===== src/hw/rtl/hrcp_pkg.sv =====
// Shared types and constants for the HTTP response chunked parser.
package hrcp_pkg;

   typedef enum logic [2:0] {
      PH_STATUS = 3'd0,
      PH_HEADER = 3'd1,
      PH_RAW    = 3'd2,
      PH_CSIZE  = 3'd3,
      PH_CDATA  = 3'd4,
      PH_CTRAIL = 3'd5,
      PH_DONE   = 3'd6,
      PH_DEAD   = 3'd7
   } phase_type;

   localparam logic [2:0] ST_PENDING  = 3'd0;
   localparam logic [2:0] ST_OK       = 3'd1;
   localparam logic [2:0] ST_NOTFOUND = 3'd2;
   localparam logic [2:0] ST_OTHER    = 3'd3;
   localparam logic [2:0] ST_BAD      = 3'd4;
   localparam logic [2:0] ST_NODIGIT  = 3'd5;

   localparam int PFX_STATUS_LEN  = 9;
   localparam int PFX_LENGTH_LEN  = 16;
   localparam int PFX_CHUNKED_LEN = 26;

   localparam logic [8*9-1:0]  PFX_STATUS  = "HTTP/1.1 ";
   localparam logic [8*16-1:0] PFX_LENGTH  = "Content-Length: ";
   localparam logic [8*26-1:0] PFX_CHUNKED = "Transfer-Encoding: chunked";

   localparam logic [7:0] CH_LF    = 8'h0a;
   localparam logic [7:0] CH_CR    = 8'h0d;
   localparam logic [7:0] CH_SPACE = 8'h20;
   localparam logic [7:0] CH_TAB   = 8'h09;

   typedef struct packed {
      logic        payload_valid;
      logic [7:0]  payload_byte;
      logic        headers_done;
      logic [2:0]  response_status;
      logic [9:0]  status_code;
      logic        length_valid;
      logic [63:0] content_length;
      logic        chunked_mode;
      logic        body_done;
      logic [63:0] body_bytes;
   } result_type;

   // prefix character p of string k (0 status, 1 length, 2 chunked)
   function automatic logic [7:0] pfx_char(input logic [1:0] k, input logic [4:0] p);
      logic [7:0] c;
      c = 8'h00;
      case (k)
         2'd0: if (p < 5'(PFX_STATUS_LEN))
            c = PFX_STATUS[8*(PFX_STATUS_LEN-1-int'(p)) +: 8];
         2'd1: if (p < 5'(PFX_LENGTH_LEN))
            c = PFX_LENGTH[8*(PFX_LENGTH_LEN-1-int'(p)) +: 8];
         default: if (p < 5'(PFX_CHUNKED_LEN))
            c = PFX_CHUNKED[8*(PFX_CHUNKED_LEN-1-int'(p)) +: 8];
      endcase
      return c;
   endfunction

   function automatic logic [4:0] digit_value(input logic [7:0] b);
      logic [4:0] d;
      if (b >= "0" && b <= "9") d = 5'(b - "0");
      else if (b >= "a" && b <= "f") d = 5'(b - "a" + 8'd10);
      else if (b >= "A" && b <= "F") d = 5'(b - "A" + 8'd10);
      else d = 5'd31;
      return d;
   endfunction

endpackage


===== src/hw/rtl/http_response_chunked_parser_top.sv =====
// A request is parsed in the cycle it is accepted; its response is
// registered and offered in the cycle after.
// Throughput: one byte per cycle unless rsp is full and rsp_tready is low;
// rsp is a single output register that is refilled while it is being taken.
// Reset: synchronous, clears all parse state, the response valid flag and the
// ignore_content_length register.
module http_response_chunked_parser_top
   import hrcp_pkg::*;
#(
   parameter int LENGTH_WIDTH = 64
) (
   input  logic         clock,
   input  logic         reset,
   input  logic         req_tvalid,
   output logic         req_tready,
   input  logic [7:0]   req_tdata,   // data_byte
   input  logic         req_tuser,   // start_response
   output logic         rsp_tvalid,
   input  logic         rsp_tready,
   output logic [151:0] rsp_tdata,   // payload_byte, status_code, content_length, body_bytes, pad
   output logic [7:0]   rsp_tuser,   // payload_valid, headers_done, response_status (3),
                                     // length_valid, chunked_mode, body_done
   input  logic         csr_valid,
   output logic         csr_ready,
   input  logic         csr_data
);

   logic       ign_ff;
   logic       step;
   result_type res;
   result_type out_ff;
   logic       ov_ff;

   assign req_tready = !ov_ff || rsp_tready;
   assign step = req_tvalid && req_tready;
   assign csr_ready = 1'b1;

   hrcp_core #(.LENGTH_WIDTH(LENGTH_WIDTH)) u_core (
      .clock(clock), .reset(reset), .step(step), .ignore_cl(ign_ff),
      .start_response(req_tuser), .data_byte(req_tdata), .result(res)
   );

   always_ff @(posedge clock) begin
      if (reset) begin
         ign_ff <= 1'b0;
         ov_ff  <= 1'b0;
      end else begin
         if (csr_valid) ign_ff <= csr_data;
         if (step) ov_ff <= 1'b1;
         else if (rsp_tready) ov_ff <= 1'b0;
      end
      if (step) out_ff <= res;
   end

   assign rsp_tvalid = ov_ff;
   assign rsp_tdata = {6'd0, out_ff.body_bytes, out_ff.content_length,
                       out_ff.status_code, out_ff.payload_byte};
   assign rsp_tuser = {out_ff.body_done, out_ff.chunked_mode, out_ff.length_valid,
                       out_ff.response_status, out_ff.headers_done, out_ff.payload_valid};

endmodule


===== src/hw/rtl/hrcp_core.sv =====
// Parse state and per-byte next-state logic of the response parser.
module hrcp_core
   import hrcp_pkg::*;
#(
   parameter int LENGTH_WIDTH = 64
) (
   input  logic       clock,
   input  logic       reset,
   input  logic       step,
   input  logic       ignore_cl,
   input  logic       start_response,
   input  logic [7:0] data_byte,
   output result_type result
);

   localparam logic [LENGTH_WIDTH-1:0] LEN_MAX = '1;

   phase_type             phase_ff, phase_in;
   logic [4:0]            pos_ff, pos_in;
   logic [2:0]            match_ff, match_in;
   logic                  text_ff, text_in;
   logic [LENGTH_WIDTH-1:0] acc_ff, acc_in;
   logic                  got_ff, got_in, stop_ff, stop_in;
   logic [LENGTH_WIDTH-1:0] chunk_ff, chunk_in;
   logic [2:0]            stat_ff, stat_in;
   logic [9:0]            code_ff, code_in;
   logic                  lenv_ff, lenv_in, chk_ff, chk_in;
   logic [LENGTH_WIDTH-1:0] len_ff, len_in;
   logic [63:0]           cnt_ff, cnt_in;

   always_comb begin
      phase_type             ph;
      logic [4:0]            p;
      logic [2:0]            m;
      logic [LENGTH_WIDTH-1:0] a;
      logic                  g, s, t, valid, numok;
      logic [4:0]            d, base, start;
      logic [LENGTH_WIDTH+4:0] prod;
      logic [9:0]            code;

      code = '0; prod = '0; d = '0; base = 5'd10; start = '0; numok = 1'b0;
      ph = phase_ff; p = pos_ff; m = match_ff; t = text_ff;
      a = acc_ff; g = got_ff; s = stop_ff;
      chunk_in = chunk_ff; stat_in = stat_ff; code_in = code_ff;
      lenv_in = lenv_ff; chk_in = chk_ff; len_in = len_ff; cnt_in = cnt_ff;
      if (start_response) begin
         ph = PH_STATUS; p = '0; m = 3'b111; t = 1'b0; a = '0; g = 1'b0; s = 1'b0;
         chunk_in = '0; stat_in = ST_PENDING; code_in = '0;
         lenv_in = 1'b0; chk_in = 1'b0; len_in = '0; cnt_in = '0;
      end
      valid = 1'b0;
      phase_in = ph; pos_in = p; match_in = m; text_in = t;
      acc_in = a; got_in = g; stop_in = s;

      case (ph)
         PH_STATUS, PH_HEADER, PH_CSIZE: begin
            if (data_byte == CH_LF) begin
               if (ph == PH_CSIZE) begin
                  if (a == '0) phase_in = PH_DONE;
                  else begin
                     chunk_in = a;
                     phase_in = PH_CDATA;
                  end
               end else if (!t) begin
                  phase_in = chk_in ? PH_CSIZE : PH_RAW;
               end else if (ph == PH_STATUS) begin
                  if (!(m[0] && p >= 5'(PFX_STATUS_LEN))) begin
                     stat_in = ST_BAD;
                     phase_in = PH_HEADER;
                  end else if (!g) begin
                     stat_in = ST_NODIGIT;
                     phase_in = PH_DEAD;
                  end else begin
                     code = (a > LENGTH_WIDTH'(999)) ? 10'd999 : a[9:0];
                     code_in = code;
                     stat_in = (code == 10'd200 || code == 10'd206) ? ST_OK :
                               (code == 10'd404) ? ST_NOTFOUND : ST_OTHER;
                     phase_in = PH_HEADER;
                  end
               end else begin
                  if (m[1] && p >= 5'(PFX_LENGTH_LEN) && !ignore_cl && !lenv_in) begin
                     len_in = a;
                     lenv_in = 1'b1;
                  end else if (m[2] && p >= 5'(PFX_CHUNKED_LEN)) begin
                     chk_in = 1'b1;
                  end
               end
               pos_in = '0; match_in = 3'b111; text_in = 1'b0;
               acc_in = '0; got_in = 1'b0; stop_in = 1'b0;
            end else begin
               for (int k = 0; k < 3; k++)
                  if (p < ((k == 0) ? 5'(PFX_STATUS_LEN) : (k == 1) ? 5'(PFX_LENGTH_LEN) :
                           5'(PFX_CHUNKED_LEN)) && data_byte != pfx_char(2'(k), p))
                     match_in[k] = 1'b0;
               start = (ph == PH_STATUS) ? 5'(PFX_STATUS_LEN) :
                       (ph == PH_HEADER) ? 5'(PFX_LENGTH_LEN) : 5'd0;
               base  = (ph == PH_CSIZE) ? 5'd16 : 5'd10;
               numok = (ph == PH_CSIZE) ? 1'b1 :
                       (ph == PH_STATUS) ? match_in[0] : match_in[1];
               d = digit_value(data_byte);
               if (p >= start && numok && !s) begin
                  if (d < base) begin
                     prod = (LENGTH_WIDTH+5)'(a) * (LENGTH_WIDTH+5)'(base)
                            + (LENGTH_WIDTH+5)'(d);
                     acc_in = (prod[LENGTH_WIDTH+4:LENGTH_WIDTH] != '0) ? LEN_MAX :
                              prod[LENGTH_WIDTH-1:0];
                     got_in = 1'b1;
                  end else if (!g && (data_byte == CH_SPACE || data_byte == CH_TAB)) begin
                     acc_in = a;
                  end else begin
                     stop_in = 1'b1;
                  end
               end
               if (p < 5'd31) pos_in = p + 5'd1;
               if (data_byte != CH_CR) text_in = 1'b1;
            end
         end
         PH_RAW: valid = 1'b1;
         PH_CDATA: begin
            if (chunk_in != '0) begin
               valid = 1'b1;
               chunk_in = chunk_in - LENGTH_WIDTH'(1);
               if (chunk_in == '0) phase_in = PH_CTRAIL;
            end else if (data_byte == CH_LF) begin
               phase_in = PH_CSIZE;
               pos_in = '0; match_in = 3'b111; text_in = 1'b0;
               acc_in = '0; got_in = 1'b0; stop_in = 1'b0;
            end else begin
               phase_in = PH_CTRAIL;
            end
         end
         PH_CTRAIL: begin
            if (data_byte == CH_LF) begin
               phase_in = PH_CSIZE;
               pos_in = '0; match_in = 3'b111; text_in = 1'b0;
               acc_in = '0; got_in = 1'b0; stop_in = 1'b0;
            end
         end
         default: ;
      endcase

      if (valid && cnt_in != '1) cnt_in = cnt_in + 64'd1;

      result.payload_valid   = valid;
      result.payload_byte    = valid ? data_byte : 8'd0;
      result.headers_done    = (phase_in == PH_RAW || phase_in == PH_CSIZE ||
                                phase_in == PH_CDATA || phase_in == PH_CTRAIL ||
                                phase_in == PH_DONE);
      result.response_status = stat_in;
      result.status_code     = code_in;
      result.length_valid    = lenv_in;
      result.content_length  = lenv_in ? 64'(len_in) : 64'd0;
      result.chunked_mode    = chk_in;
      result.body_done       = (phase_in == PH_DONE);
      result.body_bytes      = cnt_in;
   end

   always_ff @(posedge clock) begin
      if (reset) begin
         phase_ff <= PH_STATUS; pos_ff <= '0; match_ff <= 3'b111; text_ff <= 1'b0;
         acc_ff <= '0; got_ff <= 1'b0; stop_ff <= 1'b0; chunk_ff <= '0;
         stat_ff <= ST_PENDING; code_ff <= '0; lenv_ff <= 1'b0; chk_ff <= 1'b0;
         len_ff <= '0; cnt_ff <= '0;
      end else if (step) begin
         phase_ff <= phase_in; pos_ff <= pos_in; match_ff <= match_in; text_ff <= text_in;
         acc_ff <= acc_in; got_ff <= got_in; stop_ff <= stop_in; chunk_ff <= chunk_in;
         stat_ff <= stat_in; code_ff <= code_in; lenv_ff <= lenv_in; chk_ff <= chk_in;
         len_ff <= len_in; cnt_ff <= cnt_in;
      end
   end

   assert property (@(posedge clock) disable iff (reset)
      (phase_ff == PH_DONE || phase_ff == PH_DEAD) |-> !result.payload_valid)
      else $error("payload after end of body");
   assert property (@(posedge clock) disable iff (reset)
      (step && result.payload_valid && !start_response && cnt_ff != '1) |=>
      cnt_ff == $past(cnt_ff) + 64'd1)
      else $error("delivered count did not advance");
   assert property (@(posedge clock) disable iff (reset)
      (phase_ff == PH_CDATA) |-> chk_ff)
      else $error("chunk data outside chunked mode");

endmodule


===== config.mk =====
export PLATFORM = sky130hd
export DESIGN_NAME = http_response_chunked_parser_top
export DESIGN_NICKNAME = d
export VERILOG_FILES = /design/src/hw/rtl/hrcp_pkg.sv /design/src/hw/rtl/http_response_chunked_parser_top.sv /design/src/hw/rtl/hrcp_core.sv
export SDC_FILE = /design/constraint.sdc
export NUM_CORES = 2
export LEC_CHECK = 0
export BUFFER_PORTS_ARGS = -buffer_cell sky130_fd_sc_hd__buf_4
export CAP_MARGIN = 40
export CORE_ASPECT_RATIO = 0.9
export CORE_MARGIN = 2
export CORE_UTILIZATION = 40
export CTS_BUF_LIST = sky130_fd_sc_hd__clkbuf_4 sky130_fd_sc_hd__clkbuf_8
export DETAILED_ROUTE_END_ITERATION = 8
export PLACE_DENSITY = 0.61
export SLEW_MARGIN = 20
export SYNTH_ARGS = -nofsm -noshare
export SYNTH_HDL_FRONTEND = slang
export SYNTH_SLANG_ARGS = --single-unit

===== constraint.sdc =====
create_clock -name clock -period 6.54 [get_ports clock]
set_input_delay 0.327 -clock clock [delete_from_list [all_inputs] [get_ports clock]]
set_output_delay 0.327 -clock clock [all_outputs]
set_load 0.02 [all_outputs]

# --- Yosys cells after proc, flatten, opt, wreduce, memory -nomap -nowiden ---
# Cells that the tools add are included.
totals:
  ff_bits: 441
  output_inout_bits: 163
  inputBits: 15
op_classes:
  magnitude_cmp: 16
  n_shift: 3
  n_mul: 1
  eq_ne: 21
  mux: 133
  n_addsub: 12
  reduce_logical: 35
op_table:
  columns: ["op", "n"]
  rows:
  - ["64-bit 2-to-1 mux", 21]
  - ["208-bit by 32-bit indexed part select with 8-bit output, first input constant", 1]
  - ["64-bit case mux with 3 select lines", 1]
  - ["64-bit zero test", 2]
  - ["64-bit case mux with 2 select lines", 1]
  - ["128-bit by 32-bit indexed part select with 8-bit output, first input constant", 1]
  - ["10-bit 2-to-1 mux", 9]
  - ["3-bit 2-to-1 mux", 24]
  - ["8-bit 2-to-1 mux", 9]
  - ["72-bit by 32-bit indexed part select with 8-bit output, first input constant", 1]
  - ["69-bit by 5-bit adder with 69-bit output", 1]
  - ["64-bit by 5-bit multiplier with 69-bit output", 1]
  - ["5-bit 2-to-1 mux", 13]
  - ["64-bit by 1-bit adder with 64-bit output, second input constant", 1]
  - ["64-bit by 10-bit greater-than comparator with 1-bit output, second input constant", 1]
  - ["64-bit != test, second input constant", 1]
  - ["64-bit nonzero test", 1]
  - ["64-bit by 1-bit subtractor with 64-bit output, second input constant", 1]
  - ["1-bit 2-to-1 mux", 47]
  - ["8-bit != test", 3]
  - ["10-bit by 8-bit == test with 1-bit output, second input constant", 2]
  - ["3-bit case mux with 3 select lines", 2]
  - ["8-bit by 4-bit == test with 1-bit output, second input constant", 2]
  - ["8-bit by 7-bit >= comparator with 1-bit output, second input constant", 2]
  - ["other kinds (32)", 73]

# --- Depth between registers and ports, before layout ---
logic_depth:
  depth_word: 18
  ltp_mapped: 31

# --- Modules after synthesis ---
# Synthesis repeated with hierarchy kept, for this count alone.
unflattened:
  cells_unflattened: 4133
  area_unflattened_um2: 31726.7
by_module_without_submodules:
  columns: ["mod", "cells_per_inst", "area_each_um2", "instances"]
  rows:
  - ["hrcp_core", 3962, 26953.4, 1]
  - ["http_response_chunked_parser_top", 171, 4773.3, 1]

# --- Worst setup path before layout ---
# OpenSTA, ideal clock, no wires.
synth_path:
  path_type: "input to register"
  startpoint: "input port req_tuser"
  endpoint: "register u_core.acc_ff[50]"
  slack_ps: -606
  required_ps: 6404
  t_arrival_ps: 7010
  cell_stages: 29
  cell_sequence: "buf_2 buf_4 buf_2 buf_2 buf_2 buf_2 buf_2 buf_2 clkbuf_1 buf_2 buf_2 buf_1 buf_1 a21oi_1 ha_1 fa_1 fa_1 a21o_1 a221oi_1 a21oi_1 o211ai_1 a311oi_1 or3_1 a32oi_1 and2_1 nand4b_1 clkbuf_1 a2111oi_0 a211oi_1"
synth_via:
  elab_chain_cells: 18
  word_cells_on_any_way: 55
  cone_classes: "add/sub (3); mul (1); order compare (4); eq/ne (6); shift (2); mux (30); reduce/logical (9)"
synth_lines:
  columns: ["element", "line", "rtl"]
  rows:
  - ["start, declared", "http_response_chunked_parser_top.sv:17", "input logic req_tuser,"]
  - ["branches (longest 17 deep; another with 64-bit by 5-bit multiplier with 69-bit output)", null, null]
  - ["64-bit case mux with 3 select lines *", "hrcp_core.sv:55", "case (ph)"]
  - ["end signal, assigned", "hrcp_core.sv:166", "acc_ff <= acc_in; got_ff <= got_in; stop_ff <= stop_in; chunk_ff <= chunk_in;"]
  - ["end, declared", "hrcp_core.sv:22", "logic [LENGTH_WIDTH-1:0] acc_ff, acc_in;"]
# Every way passes the cells marked *. The select of a mux whose other input is x is not followed.
# A chain may end at the register's enable or synchronous reset.

# --- Worst setup path after layout ---
layout_path:
  startpoint: "register u_core.phase_ff[2]"
  endpoint: "register u_core.acc_ff[50]"
layout_via:
  elab_chain_cells: 11
  word_cells_on_any_way: 24
  cone_classes: "add/sub (1); mul (1); order compare (2); eq/ne (4); mux (11); reduce/logical (5)"
layout_lines:
  columns: ["element", "line", "rtl"]
  rows:
  - ["start, declared", "hrcp_core.sv:18", "phase_type phase_ff, phase_in;"]
  - ["start signal, assigned", "hrcp_core.sv:165", "phase_ff <= phase_in; pos_ff <= pos_in; match_ff <= match_in; text_ff <= text_in;"]
  - ["3-bit 2-to-1 mux *", "hrcp_core.sv:46", "if (start_response) begin"]
  - ["3-bit by 2-bit == test with 1-bit output", "hrcp_core.sv:55, hrcp_core.sv:97, hrcp_core.sv:98", null]
  - ["5-bit 2-to-1 mux", "hrcp_core.sv:97", "base = (ph == PH_CSIZE) ? 5'd16 : 5'd10;"]
  - ["64-bit by 5-bit multiplier with 69-bit output", "hrcp_core.sv:103", "prod = (LENGTH_WIDTH+5)'(a) * (LENGTH_WIDTH+5)'(base)"]
  - ["69-bit by 5-bit adder with 69-bit output", "hrcp_core.sv:104", "+ (LENGTH_WIDTH+5)'(d);"]
  - ["5-bit nonzero test", "hrcp_core.sv:105", "acc_in = (prod[LENGTH_WIDTH+4:LENGTH_WIDTH] != '0) ? LEN_MAX :"]
  - ["64-bit 2-to-1 mux", "hrcp_core.sv:105", null]
  - ["64-bit 2-to-1 mux", "hrcp_core.sv:102", "if (d < base) begin"]
  - ["64-bit 2-to-1 mux", "hrcp_core.sv:101", "if (p >= start && numok && !s) begin"]
  - ["64-bit 2-to-1 mux", "hrcp_core.sv:57", "if (data_byte == CH_LF) begin"]
  - ["64-bit case mux with 3 select lines *", "hrcp_core.sv:55", null]
# Mark *: on every way between the ends. The rest lies on a longest branch, timed or not.

==> impl_results.md <==
* Detail Route Antenna Nets at 0
* Place WS at roughly 0.25 ns
* Worst-Skew Late Latency at about 0.72 ns
* DRT iter0 DRCs at 3260
* Max clock buf depth at 3
* Max VDD drop at about 140 uV
* Crit path largest cell delay at 0.56 ns
* Layout cell share with drive strength beyond 1 at roughly 11%
* Max FO, Critical Path at 63
* R2R cell count at 21
* Max stage delay cell, worst path: dfxtp_1
* Final #Nets at between 4k and 5k
* Yosys top cell by area: dfxtp_1
* Vias at 31.0k
* Syn Area/Cell at a little under 8 um2
* Clk root buf: clkbuf_8
* Worst Slack Setup Final at 0.604 ns
* Clock Skews at approximately 0.033 ns
* Worst-path cell chain: nor2b_1, nand2_4, buf_6, and2_1, ha_1, ha_1, fa_1, fa_1, a21o_1, a221oi_4, buf_4, nor4_1, o21ai_0, o211ai_1, mux2i_1, a32oi_1, and2_1, nand4b_1, buf_4, a2111oi_1, a211oi_1
* Final Cycle Share at 90.8%
* CTS Buf Count at 83
* Worst path arrival time at 6.50 ns
* Clock Sinks at 441
* Async SR Flop Fraction at 0%
* H-tree depth at 3
* Post-route minimum period at 5.94 ns
* Pins Over Slew Limit at 0
* P_leak at 14.1 nW
* Setup violations, final at 0
* IO Count at between 150 and 200
* FP Rows at 98
* Initial antenna violation count at 2
* Status: completed
* CP required at 7.10 ns
* Die area at 0.0821 mm2
* Critical Path End Type: flip-flop
* Slew HR at 42.9%
* Syn. warnings at 0
* Commonest cells post-synth: nor2_1, nand2_1, clkbuf_1
* Drt first pass iters at 6
* Synth Cell Area at ~0.032 mm2
* Via/cell ratio at roughly 6
* Gp weighted congestion at 0.928
* Mux cell area share after synthesis at less than 1%
* Initial core utilization at 40.3%
* Distinct cell type count after synthesis at between 90 and 100
* Hold path depth at 4
* Vias in the first global route at 28.4k
* DRT Wirelength at 109 mm
* # placed instances at 5000
* Post-Synth Adder-Cell Area at 8.67%
* Compound-Gate Fraction of Synth Area at 24.1%
* Cells after synthesis at 4114
* Main synth FF type: dfxtp_1
* Largest net degree at the start of global routing at 143
* Clock transition at path regs at 0.06 ns
* Sequential fraction of the synthesis area at 32.5%
* RSZ-0062 raised after global routing: no
* Post-synth EDFFs at 154
* Area Overhead vs Synth at 11.4%
* Max Clk Rate at 168 MHz
* Filler-free cell count of the finished design at ~5.2k
* Area share of and/or/nand/nor cells after synthesis at 23.7%
* # port buffers at 170
* Worst Setup Start Kind: flip-flop
* FF+latch count, synth at 441
* Power Density at 193 mW/mm2
* Setup CP Type: reg -> reg
* Top-count cell post-synth: nor2_1
* Yosys top cell area share at approximately 18%
* Hpwl dp at 75.7 mm
* TritonCTS clock tree: yes
* Grt ovf at 0
* Most area-consuming cells after synthesis: dfxtp_1, edfxtp_1, ha_1
* Pwr Total at slightly below 7 mW
* Synth Area in XOR/XNOR at under 10%
* Final hold vios at 0
* Max-cap violations at 0
* Gr usage total at 25.6%
* Residual DRC count at 0
* Transition time of the tightest slew-check pin at 0.850 ns
* Fin Hold WS at roughly 0.070 ns
* First-pass GRT wire length at ~170 mm
* Drt wl/cell at between 20 and 25 um
* Core ar. at a little under 0.08 mm2
* Chip width at 302 um
* HP Class: in -> reg
* Die height at 272 um
* Setup_tns at 0 ns
* Largest family of logic cells by synthesized area: compound AO/OA/AOI/OAI gates
report_power, final:
part           internal [mW]  leakage (nW)  switching (mW)
sequential              2.91          3.86          0.0566
combinational          0.297          9.28           0.625
clock                   1.69         0.957            1.30
metal layers:
metal	track usage, %	vias up	share of wire [%]
li1	-	14703	-
met1	35.0	14851	44
met2	41.0	1223	46
met3	4.16	216	7.5
met4	8.91	0	3.3
met5	0	-	0
area by class of cell:
type                            instances  area (um2)
Clock buffer                          119        1460
Clock inverter                         36         349
Fill cell                            8040       43600
Inverter                               72         280
Antenna cell                            2        5.00
Sequential cell                       441       10400
Tap cell                             1050        1310
Multi-Input combinational cell       3182       19700
Timing Repair Buffer                  262        2070
registers in the layout, summed over array words and instances, names as in the netlist, 3 cells and up:
| signal | flops |
|---|---|
| u_core.pos_ff | 5 |
| u_core.acc_ff | 64 |
| u_core.cnt_ff | 64 |
| rsp_tuser | 8 |
| u_core.phase_ff | 3 |
| u_core.len_ff | 64 |
| u_core.code_ff | 10 |
| u_core.match_ff | 3 |
| u_core.stat_ff | 3 |
| u_core.chunk_ff | 64 |
| rsp_tdata | 146 |
metrics by stage:
step | cell area, um2 | utilization, %
detailed placement | 33700 | 42.5
finish | 35600 | 44.9
CTS | 35500 | 44.8
global placement | 33600 | 42.4
global route | 35600 | 44.9
floorplan | 32000 | -
critical path, delay by kind of cell (launching register included):
kind	cells	cell delay (ns)
AO/OA/AOI/OAI	7	1.77
adder cells (fa/ha/maj)	4	1.58
buffers and inverters	3	0.73
flip-flops	1	0.56
multiplexers	1	0.20
AND/OR/NAND/NOR	6	0.96
cell families (layout without fill, tap and decap cells):
family                     Yosys count  after routing
and+or+nand+nor                   1589           1589
muxes                               19             19
other                                2             12
adders and majority gates          219            219
xor gates and xnor gates           153            153
buffers and inverters              499            489
AOI/OAI and AO/OA                 1192           1192
DFF                                441            441
final timing paths:
kind / startpoint / endpoint / slack, ns
hold / removal: req_tuser / u_core.stat_ff[0] / 0.07
hold reg to reg: u_core.stat_ff[2] / u_core.stat_ff[2] / 0.45
setup reg to reg: u_core.phase_ff[2] / u_core.acc_ff[50] / 0.60
setup / recovery: u_core.phase_ff[2] / u_core.acc_ff[50] / 0.60
layout by cell type, fill, tap and decap left out, drive strengths merged, types with 29 or more instances in the layout:
master  Yosys  routed
a21o       32      32
nand4      53      53
nor4       46      46
nand2     465     465
buf        74     257
a21oi     325     325
nand3      77      77
a22o       52      52
a22oi     143     143
or3        41      41
nor3       97      97
ha        214     214
a31oi      40      40
inv        69      74
nor2b      51      51
o211ai     30      30
edfxtp    154     154
clkbuf    353     120
o21a       29      29
a211oi     51      51
xnor2      96      96
o21ai     281     281
and3       95      95
xor2       56      56
nor2      511     511
and2       43      43
dfxtp     287     287
what timing repair did:
| item | CTS | global route |
|---|---|---|
| endpoints found under the setup margin | 0 | 11 |
| hold buffers | 4 | 0 |
| hold endpoints to repair | 2 | 0 |
| gates resized for setup | 0 | 1 |
| buffers inserted | 0 | 0 |
No activity file was read; power rests on OpenSTA's default activity.
